--- src/design/assert_macros.svh ---
// assertion macros shared by the rtl
`ifndef ASSERT_MACROS_SVH
`define ASSERT_MACROS_SVH

`ifndef SYNTHESIS

`define ELC_ASSERT(name, clk, rst, prop, msg) \
   name: assert property (@(posedge clk) disable iff (rst) prop) \
      else $error(msg);

`define ELC_ASSERT_NEVER(name, clk, rst, expr, msg) \
   name: assert property (@(posedge clk) disable iff (rst) !(expr)) \
      else $error(msg);

`else

`define ELC_ASSERT(name, clk, rst, prop, msg)

`define ELC_ASSERT_NEVER(name, clk, rst, expr, msg)

`endif

`endif

--- src/design/elc_pkg.sv ---
`timescale 1ns / 1ps
package elc_pkg;

   localparam int INDEX_W = 16;
   localparam int COORD_W = 20;
   localparam int LEN_W = 42;
   localparam int COUNT_W = 17;

   localparam int POINT_INDEX_BITS_DEF = 16;
   localparam int COORD_BITS_DEF = 20;

   localparam int RSP_FIFO_DEPTH = 2;
   localparam int FIFO_LEVEL_W = $clog2(RSP_FIFO_DEPTH + 1);

   typedef struct packed {
      logic [INDEX_W-1:0]        index_a;
      logic [INDEX_W-1:0]        index_b;
      logic signed [COORD_W-1:0] ax;
      logic signed [COORD_W-1:0] ay;
      logic signed [COORD_W-1:0] az;
      logic signed [COORD_W-1:0] bx;
      logic signed [COORD_W-1:0] by_coord;
      logic signed [COORD_W-1:0] bz;
      logic                      last_edge;
   } req_type;

   typedef struct packed {
      logic [LEN_W-1:0]   edge_len_sq;
      logic               edge_small;
      logic [LEN_W-1:0]   min_len_sq;
      logic [LEN_W-1:0]   max_len_sq;
      logic [COUNT_W-1:0] small_point_count;
      logic               any_small;
      logic               final_res;
   } rsp_type;

   typedef struct packed {
      logic [LEN_W-1:0]   len_sq;
      logic [INDEX_W-1:0] index_a;
      logic [INDEX_W-1:0] index_b;
      logic               last_edge;
   } item_type;

   typedef struct packed {
      logic [FIFO_LEVEL_W-1:0] level;
      logic                    pop;
   } fifo_status_type;

endpackage

--- src/design/elc_arith.sv ---
`timescale 1ns / 1ps
module elc_arith #(
   parameter int COORD_BITS = elc_pkg::COORD_BITS_DEF
) (
   input  logic               clock,
   input  logic               reset,
   input  logic               in_valid,
   output logic               in_ready,
   input  elc_pkg::req_type   in_data,
   output logic               out_valid,
   input  logic               out_ready,
   output elc_pkg::item_type  out_data
);

   localparam int DIFF_W = COORD_BITS + 1;
   localparam int SQ_W = 2 * DIFF_W;

   typedef struct packed {
      logic [elc_pkg::INDEX_W-1:0] index_a;
      logic [elc_pkg::INDEX_W-1:0] index_b;
      logic                        last_edge;
   } tag_type;

   logic signed [COORD_BITS-1:0] ax_c, ay_c, az_c, bx_c, by_c, bz_c;
   logic signed [DIFF_W-1:0]     dx_in, dy_in, dz_in;
   logic signed [DIFF_W-1:0]     dx_ff, dy_ff, dz_ff;
   logic signed [SQ_W-1:0]       prod_x, prod_y, prod_z;
   logic [elc_pkg::LEN_W-1:0]    sqx_in, sqy_in, sqz_in;
   logic [elc_pkg::LEN_W-1:0]    sqx_ff, sqy_ff, sqz_ff;
   logic [elc_pkg::LEN_W-1:0]    len_in, len_ff;
   tag_type                      tag_in, s1_tag_ff, s2_tag_ff, s3_tag_ff;
   logic                         s1_valid_ff, s2_valid_ff, s3_valid_ff;
   logic                         s1_ready, s2_ready, s3_ready;

   // stage 1: per-axis differences
   assign ax_c = COORD_BITS'($signed(in_data.ax));
   assign ay_c = COORD_BITS'($signed(in_data.ay));
   assign az_c = COORD_BITS'($signed(in_data.az));
   assign bx_c = COORD_BITS'($signed(in_data.bx));
   assign by_c = COORD_BITS'($signed(in_data.by_coord));
   assign bz_c = COORD_BITS'($signed(in_data.bz));

   assign dx_in = DIFF_W'(ax_c) - DIFF_W'(bx_c);
   assign dy_in = DIFF_W'(ay_c) - DIFF_W'(by_c);
   assign dz_in = DIFF_W'(az_c) - DIFF_W'(bz_c);

   assign tag_in.index_a   = in_data.index_a;
   assign tag_in.index_b   = in_data.index_b;
   assign tag_in.last_edge = in_data.last_edge;

   // stage 2: squares
   assign prod_x = dx_ff * dx_ff;
   assign prod_y = dy_ff * dy_ff;
   assign prod_z = dz_ff * dz_ff;
   assign sqx_in = elc_pkg::LEN_W'(prod_x);
   assign sqy_in = elc_pkg::LEN_W'(prod_y);
   assign sqz_in = elc_pkg::LEN_W'(prod_z);

   // stage 3: sum, wraps at the length width
   assign len_in = sqx_ff + sqy_ff + sqz_ff;

   assign s3_ready = !s3_valid_ff || out_ready;
   assign s2_ready = !s2_valid_ff || s3_ready;
   assign s1_ready = !s1_valid_ff || s2_ready;
   assign in_ready = s1_ready;

   always_ff @(posedge clock) begin
      if (reset) begin
         s1_valid_ff <= 1'b0;
         s2_valid_ff <= 1'b0;
         s3_valid_ff <= 1'b0;
      end else begin
         if (s1_ready) begin
            s1_valid_ff <= in_valid;
         end
         if (s2_ready) begin
            s2_valid_ff <= s1_valid_ff;
         end
         if (s3_ready) begin
            s3_valid_ff <= s2_valid_ff;
         end
      end
   end

   always_ff @(posedge clock) begin
      if (s1_ready && in_valid) begin
         dx_ff     <= dx_in;
         dy_ff     <= dy_in;
         dz_ff     <= dz_in;
         s1_tag_ff <= tag_in;
      end
      if (s2_ready && s1_valid_ff) begin
         sqx_ff    <= sqx_in;
         sqy_ff    <= sqy_in;
         sqz_ff    <= sqz_in;
         s2_tag_ff <= s1_tag_ff;
      end
      if (s3_ready && s2_valid_ff) begin
         len_ff    <= len_in;
         s3_tag_ff <= s2_tag_ff;
      end
   end

   assign out_valid          = s3_valid_ff;
   assign out_data.len_sq    = len_ff;
   assign out_data.index_a   = s3_tag_ff.index_a;
   assign out_data.index_b   = s3_tag_ff.index_b;
   assign out_data.last_edge = s3_tag_ff.last_edge;

endmodule

--- config.mk ---
export PLATFORM = sky130hd
export DESIGN_NAME = elc_arith
export DESIGN_NICKNAME = d
export VERILOG_FILES = /design/src/design/assert_macros.svh /design/src/design/elc_pkg.sv /design/src/design/elc_arith.sv
export SDC_FILE = /design/constraint.sdc
export NUM_CORES = 2
export LEC_CHECK = 0
export ABC_CLOCK_PERIOD_IN_PS = 22500
export BUFFER_PORTS_ARGS = -buffer_cell sky130_fd_sc_hd__buf_4
export CORE_MARGIN = 2
export CORE_UTILIZATION = 34
export DETAILED_ROUTE_END_ITERATION = 8
export PLACE_DENSITY_LB_ADDON = 0.1
export SLEW_MARGIN = 20
export SYNTH_ARGS = -nofsm -noshare
export SYNTH_HDL_FRONTEND = slang
export SYNTH_SLANG_ARGS = --single-unit
--- constraint.sdc ---
create_clock -name clock -period 22.5 [get_ports clock]
set_input_delay 1.125 -clock clock [delete_from_list [all_inputs] [get_ports clock]]
set_output_delay 1.125 -clock clock [all_outputs]
set_load 0.005 [all_outputs]
==> flow_summary.json <==
{
  "finalClockSkew_ns": 0.0301,
  "synth_compound_area_frac": 0.0593,
  "gp_congestion": 0.826,
  "fin_crit_ns": 8.46,
  "hold-path-endpoint": "out_data[31]$_DFFE_PP_",
  "design_area_um2": 66100,
  "cts_num_sinks": 330,
  "grt_usage": 0.173,
  "outcome": "finished clean",
  "dpl.hpwl_um": 123000,
  "cts_max_level": 2,
  "vias_per_cell": 4.52,
  "r2r_setup_slack_ns": 14.04,
  "ys_async_sr_fraction": 0,
  "max_clock_freq_mhz": 118,
  "hold_path_class": "register to register",
  "clock_latency_ns": 0.65,
  "grt_first_pass_wirelength_um": 241000,
  "tightestPinTransition_ns": 1.07,
  "synth_seq_cells": 330,
  "dieArea_um2": 180000,
  "start_util": 0.341,
  "drive_gt1_frac": 0.0660,
  "ys_seq_area_frac": 0.165,
  "core_um2": 176000,
  "maxCapViolCount": 0,
  "syn_inst": 5921,
  "synth_adder_area_share": 0.531,
  "setup_viol": 0,
  "areaGrowthSynthToFinish_pct": 10.4,
  "clockRootBuffer": "clkbuf_16",
  "cts_tree": "done",
  "relSlewSlack": 0.289,
  "via_count": 38430,
  "port_buffers": 233,
  "antenna_found_initial": 2,
  "netlist-cell-type-count": 77,
  "crit_arrival_ns": 8.82,
  "ys.flop_type": "edfxtp_1",
  "worstHoldStart": "s2_tag_ff[31]$_DFFE_PP_",
  "die-width_um": 424,
  "synth-simple-area-share": 0.0863,
  "num_rows": 154,
  "synth_top_family_by_area": "adder cells",
  "synth.area.top_cells": "fa_1, edfxtp_1, inv_1",
  "synth_edf_count": 327,
  "yosys-top-cells-count": "inv_1, fa_1, nand2_1, ha_1, edfxtp_1",
  "place_area_um2": 64600,
  "timing_worst_setup_path_type": "register to register",
  "drc": 0,
  "drtAntennaViolNets": 0,
  "yosysWarnings": 0,
  "fillers": 17694,
  "worstHoldPathCells": 0,
  "grt_max_degree": 157,
  "cts_buffers": 46,
  "cts_resized": 0,
  "synth.area.mux_share": 0.00107,
  "firstDrtPassIters": 5,
  "drv_slew": 0,
  "fin_cells": 8508,
  "r2r_cells": 24,
  "cp_common_cell": "fa_1",
  "worstPathMaxFanout": 17,
  "clockBufferDepth": 3,
  "post-route-util": 0.377,
  "hold_viol_final": 0,
  "yosysTopAreaCell": "fa_1",
  "cp_slowest_cell": "edfxtp_1",
  "wl_per_cell_um": 17.5,
  "cp_slowest_stage_delay_ns": 0.90,
  "wirelength_um": 149000,
  "clkTransAtPathRegs_ns": 0.06,
  "synth.most_common_cell": "inv_1",
  "cts_hold_buf": 0,
  "path_cells": "clkinv_1 > nor2_1 > fa_1 > fa_1 > inv_1 > fa_1 > inv_1 > fa_1 > fa_1 > fa_1 > inv_1 > fa_1 > inv_1 > ha_1 > a21o_1 > a21oi_1 > o21ai_0 > a221oi_1 > a21boi_1 > a31oi_1 > o31ai_1 > a211o_1 > a21oi_1 > xnor2_1",
  "critical_path.startpoint_type": "register",
  "placed_cells": 8420,
  "crit_required_ns": 22.87,
  "crit_path_end_kind": "register",
  "setup_tns_ns": 0,
  "grt_pass1_vias": 42630,
  "rsz0062_at_grt": "no",
  "r2r_start": "dz_ff[5]$_DFFE_PP_",
  "r2r-end": "sqz_ff[40]$_DFFE_PP_",
  "synthesis.area_um2": 59900,
  "layout.nets": 8059,
  "synth_top_area_share": 0.430,
  "synthXorXnorAreaFrac": 0.0386,
  "fp.dieH_um": 424,
  "finalCritPeriodShare": 0.376,
  "drt_iter0_drc": 1694,
  "syn_avg_cell_area_um2": 10.1,
  "ios": 234,
  "postCtsSetupBuffers": 0,
  "overflow": 0
}
per-stage QoR:
| step | setup WS, ns | hold WS (ns) |
|---|---|---|
| floorplan | 9.12 | 0.400 |
| global placement | 14.26 | 0.400 |
| detailed placement | 14.04 | 0.405 |
| CTS | 14.01 | 0.401 |
| global route | 13.56 | 0.417 |
| finish | 14.04 | 0.414 |
layer usage:
layer | part of all wire | vias to the layer above | wire, µm | track usage
met3 | 0.030 | 102 | 4540 | 0.0185
met1 | 0.46 | 19692 | 68100 | 0.237
li1 | - | 18154 | - | -
met2 | 0.49 | 482 | 73300 | 0.299
met4 | 0.019 | 0 | 2890 | 0.0323
met5 | 0 | - | 0 | 0
worst max path at each step:
stage                                         to          startpoint  cells after the start
after floorplan           s2_tag_ff[0]$_DFFE_PP_           out_ready                      2
after global placement      sqz_ff[40]$_DFFE_PP_  dz_ff[5]$_DFFE_PP_                     24
after detailed placement    sqz_ff[40]$_DFFE_PP_  dz_ff[5]$_DFFE_PP_                     24
after CTS                   sqz_ff[40]$_DFFE_PP_  dz_ff[5]$_DFFE_PP_                     24
after global routing        sqz_ff[40]$_DFFE_PP_  dz_ff[5]$_DFFE_PP_                     24
final                       sqz_ff[40]$_DFFE_PP_  dz_ff[5]$_DFFE_PP_                     24
state kept, by name, indices dropped and copies added (netlist names):
register and cells:
dx_ff 21, dz_ff 21, out_valid 1, s1_tag_ff 33, sqx_ff 41, len_ff 42, s1_valid_ff 1, out_data 33
sqz_ff 41, s2_valid_ff 1, s2_tag_ff 33, sqy_ff 41, dy_ff 21
kinds of logic (layout without fill, tap and decap cells):
group / count (synthesis) / count (layout)
simple gates: 1122 / 1122
fa+ha+maj: 1771 / 1771
other cells: 1 / 4
compound gates: 534 / 534
mux: 6 / 6
buf+inv: 1893 / 2137
xor+xnor: 264 / 264
flops: 330 / 330
area by class of cell:
class                      instances  area, µm²  share of cell area
antenna                            1       2.50           0.0000378
clock buffer                      56       1190              0.0180
timing repair buffer             296       2270              0.0343
multi-input combinational       3700      43000               0.650
clock inverter                    28        312             0.00471
tap                             2340       2930              0.0443
inverter                        1757       6600              0.0997
sequential                       330       9880               0.149
worst max-delay path: cells and delay by family (launching register included):
family          cells  cell delay [ns]
xor+xnor            1             0.08
simple gates        1             0.34
buf+inv             5             0.94
compound gates      9             2.15
fa+ha+maj           8             3.78
flops               1             0.90
placed cells by master, fill, tap and decap left out, types with 24 or more instances in the layout:
cell and instances:
a21o_1 80, nand2_1 486, o21ai_0 78, inv_1 1752, o21bai_1 36, xor2_1 67, xnor2_1 197, nand2b_1 25
clkbuf_16 46, ha_1 484, nand3_1 50, buf_4 292, nor2b_1 32, fa_1 1287, and2_1 192, nor3_1 38
a211oi_1 24, edfxtp_1 327, a21oi_1 173, nor2_1 227
Power is left out: the tool's default activity adds up to more than one toggle a clock period on the data nets, which glitch-free logic cannot reach.
