--- config.mk ---
export PLATFORM = sky130hd
export DESIGN_NAME = elc_rsp_fifo
export DESIGN_NICKNAME = d
export VERILOG_FILES = /design/src/design/assert_macros.svh /design/src/design/elc_pkg.sv /design/src/design/elc_rsp_fifo.sv
export SDC_FILE = /design/constraint.sdc
export NUM_CORES = 1
export LEC_CHECK = 0
export BUFFER_PORTS_ARGS = -buffer_cell sky130_fd_sc_hd__buf_4
export CORE_ASPECT_RATIO = 0.9
export CORE_MARGIN = 8
export CORE_UTILIZATION = 40
export CTS_BUF_LIST = sky130_fd_sc_hd__clkbuf_2
export CTS_CLUSTER_DIAMETER = 60
export DETAILED_ROUTE_END_ITERATION = 10
export SLEW_MARGIN = 20
export SYNTH_ARGS = -nofsm -noshare
export SYNTH_HDL_FRONTEND = slang
export SYNTH_SLANG_ARGS = --single-unit
export TNS_END_PERCENT = 1
--- constraint.sdc ---
create_clock -name clock -period 10 [get_ports clock]
set_input_delay 1 -clock clock [delete_from_list [all_inputs] [get_ports clock]]
set_output_delay 1 -clock clock [all_outputs]
set_load 0.005 [all_outputs]
--- src/design/assert_macros.svh ---
// assertion macros shared by the rtl
`ifndef ASSERT_MACROS_SVH
`define ASSERT_MACROS_SVH

`ifndef SYNTHESIS

`define ELC_ASSERT(name, clk, rst, prop, msg) \
   name: assert property (@(posedge clk) disable iff (rst) prop) \
      else $error(msg);

`define ELC_ASSERT_NEVER(name, clk, rst, expr, msg) \
   name: assert property (@(posedge clk) disable iff (rst) !(expr)) \
      else $error(msg);

`else

`define ELC_ASSERT(name, clk, rst, prop, msg)

`define ELC_ASSERT_NEVER(name, clk, rst, expr, msg)

`endif

`endif

--- src/design/elc_pkg.sv ---
`timescale 1ns / 1ps
package elc_pkg;

   localparam int INDEX_W = 16;
   localparam int COORD_W = 20;
   localparam int LEN_W = 42;
   localparam int COUNT_W = 17;

   localparam int POINT_INDEX_BITS_DEF = 16;
   localparam int COORD_BITS_DEF = 20;

   localparam int RSP_FIFO_DEPTH = 2;
   localparam int FIFO_LEVEL_W = $clog2(RSP_FIFO_DEPTH + 1);

   typedef struct packed {
      logic [INDEX_W-1:0]        index_a;
      logic [INDEX_W-1:0]        index_b;
      logic signed [COORD_W-1:0] ax;
      logic signed [COORD_W-1:0] ay;
      logic signed [COORD_W-1:0] az;
      logic signed [COORD_W-1:0] bx;
      logic signed [COORD_W-1:0] by_coord;
      logic signed [COORD_W-1:0] bz;
      logic                      last_edge;
   } req_type;

   typedef struct packed {
      logic [LEN_W-1:0]   edge_len_sq;
      logic               edge_small;
      logic [LEN_W-1:0]   min_len_sq;
      logic [LEN_W-1:0]   max_len_sq;
      logic [COUNT_W-1:0] small_point_count;
      logic               any_small;
      logic               final_res;
   } rsp_type;

   typedef struct packed {
      logic [LEN_W-1:0]   len_sq;
      logic [INDEX_W-1:0] index_a;
      logic [INDEX_W-1:0] index_b;
      logic               last_edge;
   } item_type;

   typedef struct packed {
      logic [FIFO_LEVEL_W-1:0] level;
      logic                    pop;
   } fifo_status_type;

endpackage

--- src/design/elc_rsp_fifo.sv ---
`timescale 1ns / 1ps
module elc_rsp_fifo (
   input  logic                     clock,
   input  logic                     reset,
   input  logic                     push_valid,
   input  elc_pkg::rsp_type         push_data,
   output logic                     rsp_valid,
   input  logic                     rsp_ready,
   output elc_pkg::rsp_type         rsp_data,
   output elc_pkg::fifo_status_type status
);

   localparam int PTR_W = $clog2(elc_pkg::RSP_FIFO_DEPTH);
   localparam int LAST = elc_pkg::RSP_FIFO_DEPTH - 1;

   elc_pkg::rsp_type                 entry_ff [elc_pkg::RSP_FIFO_DEPTH];
   logic [PTR_W-1:0]                 wr_ptr_ff, wr_ptr_in, rd_ptr_ff, rd_ptr_in;
   logic [elc_pkg::FIFO_LEVEL_W-1:0] level_ff, level_in;
   logic                             pop;

   assign pop = (level_ff != '0) && rsp_ready;

   assign wr_ptr_in = (wr_ptr_ff == PTR_W'(LAST)) ? '0 : wr_ptr_ff + PTR_W'(1);
   assign rd_ptr_in = (rd_ptr_ff == PTR_W'(LAST)) ? '0 : rd_ptr_ff + PTR_W'(1);
   assign level_in  = level_ff + elc_pkg::FIFO_LEVEL_W'(push_valid)
                    - elc_pkg::FIFO_LEVEL_W'(pop);

   always_ff @(posedge clock) begin
      if (reset) begin
         wr_ptr_ff <= '0;
         rd_ptr_ff <= '0;
         level_ff  <= '0;
      end else begin
         if (push_valid) begin
            wr_ptr_ff <= wr_ptr_in;
         end
         if (pop) begin
            rd_ptr_ff <= rd_ptr_in;
         end
         level_ff <= level_in;
      end
   end

   always_ff @(posedge clock) begin
      if (push_valid) begin
         entry_ff[wr_ptr_ff] <= push_data;
      end
   end

   assign rsp_valid    = level_ff != '0;
   assign rsp_data     = entry_ff[rd_ptr_ff];
   assign status.level = level_ff;
   assign status.pop   = pop;

endmodule

==> impl_metrics.csv, run 1 <==
group,metric,value,unit
run_status,run_status,"finished clean",
setup_path,timing.critical_path.from_type,"flip-flop",
final_layout,final_net_count,997,
hold_path,min-delay-start,"push_data[94]",
grt,globalRouteOverflowTotal,0,
yosys,ys_top_cells_by_area,"sky130_fd_sc_hd__edfxtp_1 81%, sky130_fd_sc_hd__mux2_2 15%, sky130_fd_sc_hd__clkbuf_8 1.3%",
yosys,synthDominantCellAreaShare,80.7,%
sta,maxSlewViolCount,0,
yosys,proportion_of_synthesized_flip_flops_having_asynchronous_set_or_reset,0,%
grt,antenna_found_initial,1,
cts,clock_transition_at_the_register_clock_pins_on_the_worst_setup_and_hold_paths_after_cts,100,ps
sta,setup_ws,5870,ps
setup_path,critical_path_class,"flip-flop to output port",
placement,port_buffers,299,
yosys,number_of_synthesized_flops_with_an_enable_pin,292,
yosys,synth_nets,629,
cts,cts-resized-gates,0,
setup_path,critical_path.reg2reg.startpoint,"wr_ptr_ff$_SDFFE_PP0P_",
yosys,syn-cell-area,10900,µm²
drt,vias_per_cell,4.64,
setup_path,cell_breakdown_of_the_critical_path,"buf_16 > buf_4 > mux2_2 > buf_4",
sta,finalCriticalPeriod,4130,ps
final_layout,synth_to_layout_area_growth,30.5,%
sta,report.final.hold_viol_count,0,
grt,vias_in_the_first_global_route,6608,
final_layout,design_area,14200,µm²
placement,post-place-ws,6400,ps
yosys,postSynthAreaPerCell,22.8,µm²
yosys,postSynth.topFlopCell,"sky130_fd_sc_hd__edfxtp_1",
setup_path,largest_stage_delay_on_the_critical_path,720,ps
setup_path,timing.critical_path.arrival,3130,ps
floorplan,floorplan.initialDensity,40.4,%
sta,clock.fmax,242,MHz
setup_path,crit_path_top_delay_cell,"sky130_fd_sc_hd__dfxtp_4",
drt,via_count,5833,
floorplan,ios,300,
setup_path,required,9000,ps
final_layout,multi_input_area,1780,µm²
setup_path,critical_path_most_common_cell,"sky130_fd_sc_hd__buf_4",
floorplan,total_number_of_placement_rows,57,
cts,clock_tree.buffer_depth,3,
grt,global_route_wire_length_before_repair,35800,µm
yosys,synth-warning-count,0,
power_and_ir_drop,power.total,2.95,mW
cts,tritoncts,"done",
setup_path,worstPathMaxFanout,57,
final_layout,seqCellArea,8870,µm²
drt,antenna_violating_nets_post_route,0,
yosys,synth.largest_area_cell,"sky130_fd_sc_hd__edfxtp_1",
cts,tritoncts_num_sinks,297,
placement,dp_cells,1120,
drt,routed_len_inst,19.0,µm
setup_path,reg2reg_to,"entry_ff[1][127]$_DFFE_PP_",
hold_path,hold_class,"input pin to flip-flop",
power_and_ir_drop,p_leak,5.44,nW
sta,grt_setup_unrepaired,"false",
final_layout,drive_above_1_share,64.8,%
floorplan,floorplan.die.width,190,µm
setup_path,cp_top_family,"buffers and inverters",
setup_path,crit_cells,4,
hold_path,worstHoldPathCells,1,
drt,starting_drc_count_in_detailed_routing,241,
sta,setup_violations,0,
yosys,synth.distinct_cells,15,
cts,clk-insertion-delay-late,780,ps
placement,place_area,13400,µm²
placement,hpwl,16300,µm
grt,grt_max_degree,58,
setup_path,regToRegSetupSlack,7070,ps
sta,max_slew_margin,49.4,%
yosys,post_synth_inst_count,477,
power_and_ir_drop,vdd_ir_drop_max,111,µV
final_layout,fillCellCount,2215,
yosys,ys_ff_latch,297,
setup_path,cp-end-kind,"output port",
sta,timing.final.crit_share,41.3,%
cts,cts_made_buffers,77,
run,cap_violations,0,
cts,post-cts-setup-buffer-count,0,
setup_path,ff2ff_path_depth,3,
hold_path,whs_endpoint,"entry_ff[1][94]$_DFFE_PP_",
drt,wirelength,23900,µm
floorplan,floorplan.die_area,32700,µm²
grt,track_usage,14.2,%
cts,root_buffer,"sky130_fd_sc_hd__clkbuf_2",
cts,cts-hold-fix-buffers,0,
power_and_ir_drop,power-per-cell-area,208,nW/µm²
sta,clock-skew-final,61.9,ps
drt,first_pass_iters,4,
sta,finalSetupTns,0,ps
floorplan,die_height,172,µm
drt,remaining_drc_errors,0,
yosys,synth_seq_area_share,81.6,%
setup_path,critical_path_buf_inv_count,3,
final_layout,finish.cell_count_without_fillers,1256,
cts,htree_levels,3,
floorplan,floorplan.core_area,26900,µm²
placement,gp_congestion,0.784,
sta,tightestPinTransition,759,ps
[worst register-to-register path, cell delays in order (launching register included)]
cell                      delay [ps]
sky130_fd_sc_hd__dfxtp_1         420
sky130_fd_sc_hd__and2_4          580
sky130_fd_sc_hd__buf_4           700
sky130_fd_sc_hd__buf_4           740
[state kept, by name, summed over array words and instances (netlist names), named ones only]
name and flops:
entry_ff 292, level_ff 2, rd_ptr_ff 1, wr_ptr_ff 1
[cell usage in the layout (no fill, tap or decap)]
master	n
sky130_fd_sc_hd__buf_4	305
sky130_fd_sc_hd__edfxtp_1	292
sky130_fd_sc_hd__mux2_2	148
sky130_fd_sc_hd__clkbuf_2	119
sky130_fd_sc_hd__clkinv_1	9
sky130_fd_sc_hd__dfxtp_1	4
sky130_fd_sc_hd__nor2_1	3
sky130_fd_sc_hd__bufinv_16	3
sky130_fd_sc_hd__inv_1	2
sky130_fd_sc_hd__nor2b_1	2
sky130_fd_sc_hd__ha_1	2
sky130_fd_sc_hd__diode_2	1
sky130_fd_sc_hd__o21a_1	1
sky130_fd_sc_hd__or2_2	1
sky130_fd_sc_hd__and2_4	1
sky130_fd_sc_hd__nor2b_4	1
sky130_fd_sc_hd__xnor2_1	1
sky130_fd_sc_hd__xnor3_1	1
sky130_fd_sc_hd__dfxtp_4	1
sky130_fd_sc_hd__inv_2	1
sky130_fd_sc_hd__clkinvlp_4	1
sky130_fd_sc_hd__clkinv_2	1
sky130_fd_sc_hd__clkinv_4	1
sky130_fd_sc_hd__buf_16	1
[logic make-up after synthesis]
kind of cell	synth area share, %
AO/OA/AOI/OAI	0.0691
XOR/XNOR	0.288
adder cells (fa/ha/maj)	0.230
buffers and inverters	2.03
flip-flops	81.6
multiplexers	15.3
AND/OR/NAND/NOR	0.392
[power by group]
| part | switching [mW] | internal, mW |
|---|---|---|
| sequential | 0.0397 | 1.46 |
| combinational | 0.246 | 0.366 |
| clock | 0.453 | 0.390 |
[synth_stat cells (2+ instances only)]
library cell	instances
sky130_fd_sc_hd__nor2_1	3
sky130_fd_sc_hd__ha_1	2
sky130_fd_sc_hd__dfxtp_1	5
sky130_fd_sc_hd__clkbuf_8	10
sky130_fd_sc_hd__buf_6	6
sky130_fd_sc_hd__mux2_2	148
sky130_fd_sc_hd__inv_1	2
sky130_fd_sc_hd__nor2b_1	3
sky130_fd_sc_hd__edfxtp_1	292
[metal layers]
layer	track usage (%)	routed length (µm)
met3	5.81	2330
met1	16.6	9620
met5	0	0
met4	6.42	472
met2	23.0	11500
[final cells by class]
cell class | instances | share of cell area, %
diodes | 1 | 0.0177
clock buffers | 119 | 4.20
clock inverters | 16 | 1.05
inverters | 2 | 0.0530
multi-input cells | 161 | 12.6
flip-flops and latches | 297 | 62.6
well taps | 354 | 3.13
repair buffers | 306 | 16.4
[stage by stage]
| step | hold WS (ps) | utilization, % |
|---|---|---|
| finish | 387 | 52.7 |
| global route | 232 | 52.7 |
| CTS | 220 | 52.7 |
| detailed placement | 576 | 49.9 |
| global placement | 565 | 49.8 |
| floorplan | 496 | - |
[worst max-delay path by stage]
| stage | startpoint | to | slack (ps) |
|---|---|---|---|
| floorplan | push_valid | entry_ff[0][0]$_DFFE_PP_ | 2010 |
| global placement | flip-flop | rsp_data[14] | 6390 |
| detailed placement | push_valid | entry_ff[1][5]$_DFFE_PP_ | 6400 |
| CTS | flip-flop | rsp_data[14] | 5680 |
| global route | flip-flop | rsp_data[14] | 5580 |
| finish | flip-flop | rsp_data[14] | 5870 |
Note: power is estimated with default switching activity, not from simulation.
==> run 2: changes to the inputs <==
Settings changed: ABC_AREA from default to 1, PLACE_DENSITY from default to 0.66.
Clock period 10 ns to 3.7 ns, I/O delays scaled along.
==> run 2 against run 1 <==
Count of clock-buffer cells in the layout decreased by 4. Design area up 10%. Routed wire length rose by 4.4%. Clock skew fell by 32 ps.
==> impl_metrics.csv, run 2 <==
group,metric,value,unit
run_status,run_status,"finished clean",
final_layout,finish.cell_count_without_fillers,1409,
drt,antenna_violating_nets_post_route,0,
yosys,number_of_synthesized_flops_with_an_enable_pin,292,
final_layout,seqCellArea,8870,µm²
sta,grt_setup_unrepaired,"false",
final_layout,mostFrequentLayoutCells,"301 x sky130_fd_sc_hd__buf_4, 292 x sky130_fd_sc_hd__edfxtp_1, 150 x sky130_fd_sc_hd__dlygate4sd3_1",
yosys,synth.distinct_cells,13,
placement,port_buffers,299,
yosys,synth-warning-count,0,
final_layout,drive_above_1_share,54.2,%
sta,finalSetupTns,0,ps
final_layout,largest_register_ff_count,292,
cts,clock_transition_at_the_register_clock_pins_on_the_worst_setup_and_hold_paths_after_cts,90,ps
placement,dp_cells,1132,
setup_path,worstPathMaxFanout,131,
setup_path,critical_path.reg2reg.startpoint,"level_ff[0]$_SDFF_PP0_",
grt,antenna_found_initial,0,
grt,track_usage,14.9,%
setup_path,cell_breakdown_of_the_critical_path,"buf_12 > mux2_2 > buf_4",
final_layout,final_net_count,1159,
floorplan,die_height,172,µm
cts,clk-insertion-delay-late,770,ps
drt,remaining_drc_errors,0,
final_layout,top_reg_by_flops,"entry_ff",
setup_path,critical_path_class,"flip-flop to output port",
power_and_ir_drop,vdd_ir_drop_max,353,µV
sta,clock-skew-final,29.7,ps
drt,first_pass_iters,4,
yosys,postSynthAreaPerCell,22.1,µm²
floorplan,floorplan.die.width,190,µm
final_layout,layout.cells.most_common,"sky130_fd_sc_hd__buf_4",
drt,vias_per_cell,4.56,
floorplan,ios,300,
floorplan,floorplan.core_area,26900,µm²
final_layout,largestRegisters,"entry_ff: 292 flops, level_ff: 2 flops",
hold_path,whs_endpoint,"entry_ff[1][136]$_DFFE_PP_",
yosys,post_synth_inst_count,491,
power_and_ir_drop,power.share.combinational,22.5,%
cts,cts-resized-gates,0,
yosys,synth.most_common_cell,"sky130_fd_sc_hd__edfxtp_1",
setup_path,reg2reg_to,"level_ff[0]$_SDFF_PP0_",
final_layout,multi_input_area,1750,µm²
sta,report.final.hold_viol_count,0,
sta,clock.fmax,344,MHz
final_layout,synth_to_layout_area_growth,43.6,%
cts,htree_levels,3,
cts,post-cts-setup-buffer-count,0,
power_and_ir_drop,power.share.switching,25.6,%
final_layout,fillCellCount,2068,
power_and_ir_drop,p_int,5.91,mW
cts,root_buffer,"sky130_fd_sc_hd__clkbuf_2",
yosys,ys_top_cells_by_area,"sky130_fd_sc_hd__edfxtp_1 81%, sky130_fd_sc_hd__mux2_2 15%, sky130_fd_sc_hd__clkbuf_8 1.3%",
yosys,synth.largest_area_cell,"sky130_fd_sc_hd__edfxtp_1",
drt,via_count,6426,
placement,gp_congestion,0.694,
power_and_ir_drop,clock_power_share,27.5,%
setup_path,cp-end-kind,"output port",
sta,setup_violations,0,
power_and_ir_drop,p_leak,6.04,nW
sta,timing.final.crit_share,78.6,%
drt,routed_len_inst,17.7,µm
placement,hpwl,15200,µm
yosys,synth.top_cells.by_count,"292 x sky130_fd_sc_hd__edfxtp_1, 146 x sky130_fd_sc_hd__mux2_2, 10 x sky130_fd_sc_hd__clkbuf_8, 10 x sky130_fd_sc_hd__inv_1, 9 x sky130_fd_sc_hd__nor2_1",
sta,finalCriticalPeriod,2910,ps
drt,wirelength,24900,µm
grt,global_route_wire_length_before_repair,38500,µm
setup_path,timing.critical_path.from_type,"flip-flop",
cts,tritoncts,"done",
yosys,synth_nets,643,
sta,maxSlewViolCount,0,
setup_path,largest_stage_delay_on_the_critical_path,570,ps
yosys,syn-cell-area,10900,µm²
floorplan,total_number_of_placement_rows,57,
cts,cts_made_buffers,77,
cts,tritoncts_num_sinks,297,
grt,grt_max_degree,132,
floorplan,floorplan.die_area,32700,µm²
sta,max_slew_margin,31.8,%
power_and_ir_drop,power_switching,2.03,mW
power_and_ir_drop,power-per-cell-area,509,nW/µm²
cts,clock_tree.buffer_depth,3,
floorplan,floorplan.initialDensity,40.4,%
sta,tightestPinTransition,1020,ps
hold_path,hold_class,"input pin to flip-flop",
sta,whs,321,ps
hold_path,worstHoldPathCells,2,
drt,starting_drc_count_in_detailed_routing,258,
hold_path,min-delay-start,"push_data[136]",
placement,place_area,13400,µm²
grt,globalRouteOverflowTotal,0,
setup_path,required,3330,ps
grt,vias_in_the_first_global_route,7278,
yosys,ys_ff_latch,297,
setup_path,timing.critical_path.arrival,2540,ps
final_layout,antennaDiodeCount,0,
yosys,synthDominantCellAreaShare,80.7,%
setup_path,ff2ff_path_depth,8,
run,cap_violations,0,
setup_path,crit_path_top_delay_cell,"sky130_fd_sc_hd__buf_12",
power_and_ir_drop,share_seq_of_total_power,50.0,%
yosys,proportion_of_synthesized_flip_flops_having_asynchronous_set_or_reset,0,%
setup_path,regToRegSetupSlack,1800,ps
yosys,postSynth.topFlopCell,"sky130_fd_sc_hd__edfxtp_1",
yosys,synth_seq_area_share,81.6,%
final_layout,design_area,15600,µm²
power_and_ir_drop,power.total,7.94,mW
[run 2: changes by cell type after synthesis]
cell / delta
sky130_fd_sc_hd__a21oi_1: +1
sky130_fd_sc_hd__xnor2_1: -1
sky130_fd_sc_hd__nand3_1: +2
sky130_fd_sc_hd__or2_2: -1
sky130_fd_sc_hd__mux2_2: -2
sky130_fd_sc_hd__nor2_1: +6
sky130_fd_sc_hd__and2_1: -1
sky130_fd_sc_hd__nand2_1: +6
sky130_fd_sc_hd__nor2b_1: -3
sky130_fd_sc_hd__nor3_1: +1
sky130_fd_sc_hd__inv_1: +8
sky130_fd_sc_hd__xnor3_1: -1
sky130_fd_sc_hd__o21a_1: -1
[run 2: power by group through the flow]
| stage | sequential [mW] | combinational (mW) | clock, mW |
|---|---|---|---|
| after global placement | 4.04 | 1.65 | 0 |
| after floorplan | 4.03 | 0.896 | 0 |
| after detailed placement | 4.05 | 1.66 | 0 |
| after global routing | 3.99 | 1.92 | 2.46 |
| after CTS | 3.97 | 1.81 | 2.30 |
| final | 3.97 | 1.78 | 2.18 |
[run 2: per-layer routing]
metal	vias up	wire length, µm	part of all wire (%)	track usage (%)
li1	3004	-	-	-
met1	3101	9860	40	17.0
met2	275	12200	49	24.7
met3	46	2350	9.4	6.03
met4	0	464	1.9	6.55
met5	-	0	0	0
[run 2: repair_timing]
item | in CTS | in global routing
hold buffers | 150 | 0
hold endpoints to repair | 297 | 0
endpoints found under the setup margin | 0 | 0
[run 2: metrics by stage]
step	worst slack, ps	util (%)
6_report	791	58.0
3_3_place_gp	1590	50.0
4_1_cts	627	58.0
5_1_grt	572	58.0
3_5_place_dp	1580	50.0
2_1_floorplan	-75.1	-
[run 2: cell families after synthesis]
logic type                 after synthesis  synth area share, %
AOI/OAI and AO/OA                        1               0.0460
adders and majority gates                2                0.230
buffers and inverters                   27                 2.30
DFF                                    297                 81.6
muxes                                  146                 15.1
and+or+nand+nor                         18                0.656
[run 2: worst max path at each step]
| stage | endpoint | slack, ps |
|---|---|---|
| floorplan | entry_ff[1][0]$_DFFE_PP_ | -80 |
| global placement | rsp_data[69] | 1590 |
| detailed placement | rsp_data[69] | 1580 |
| CTS | rsp_data[69] | 630 |
| global route | rsp_data[69] | 570 |
| finish | rsp_data[69] | 790 |
[run 2: layout make-up]
class,instances,share of cell area [%]
Inverter,10,0.273
Clock buffer,115,3.69
Timing Repair Buffer,454,24.5
Multi-Input combinational cell,167,11.2
Tap cell,354,2.84
Sequential cell,297,56.9
Clock inverter,12,0.625
[run 2: critical path: cells and delay by family (launching register included)]
family	cells	cell delay (ps)
buf+inv	2	720
flops	1	500
mux	1	450
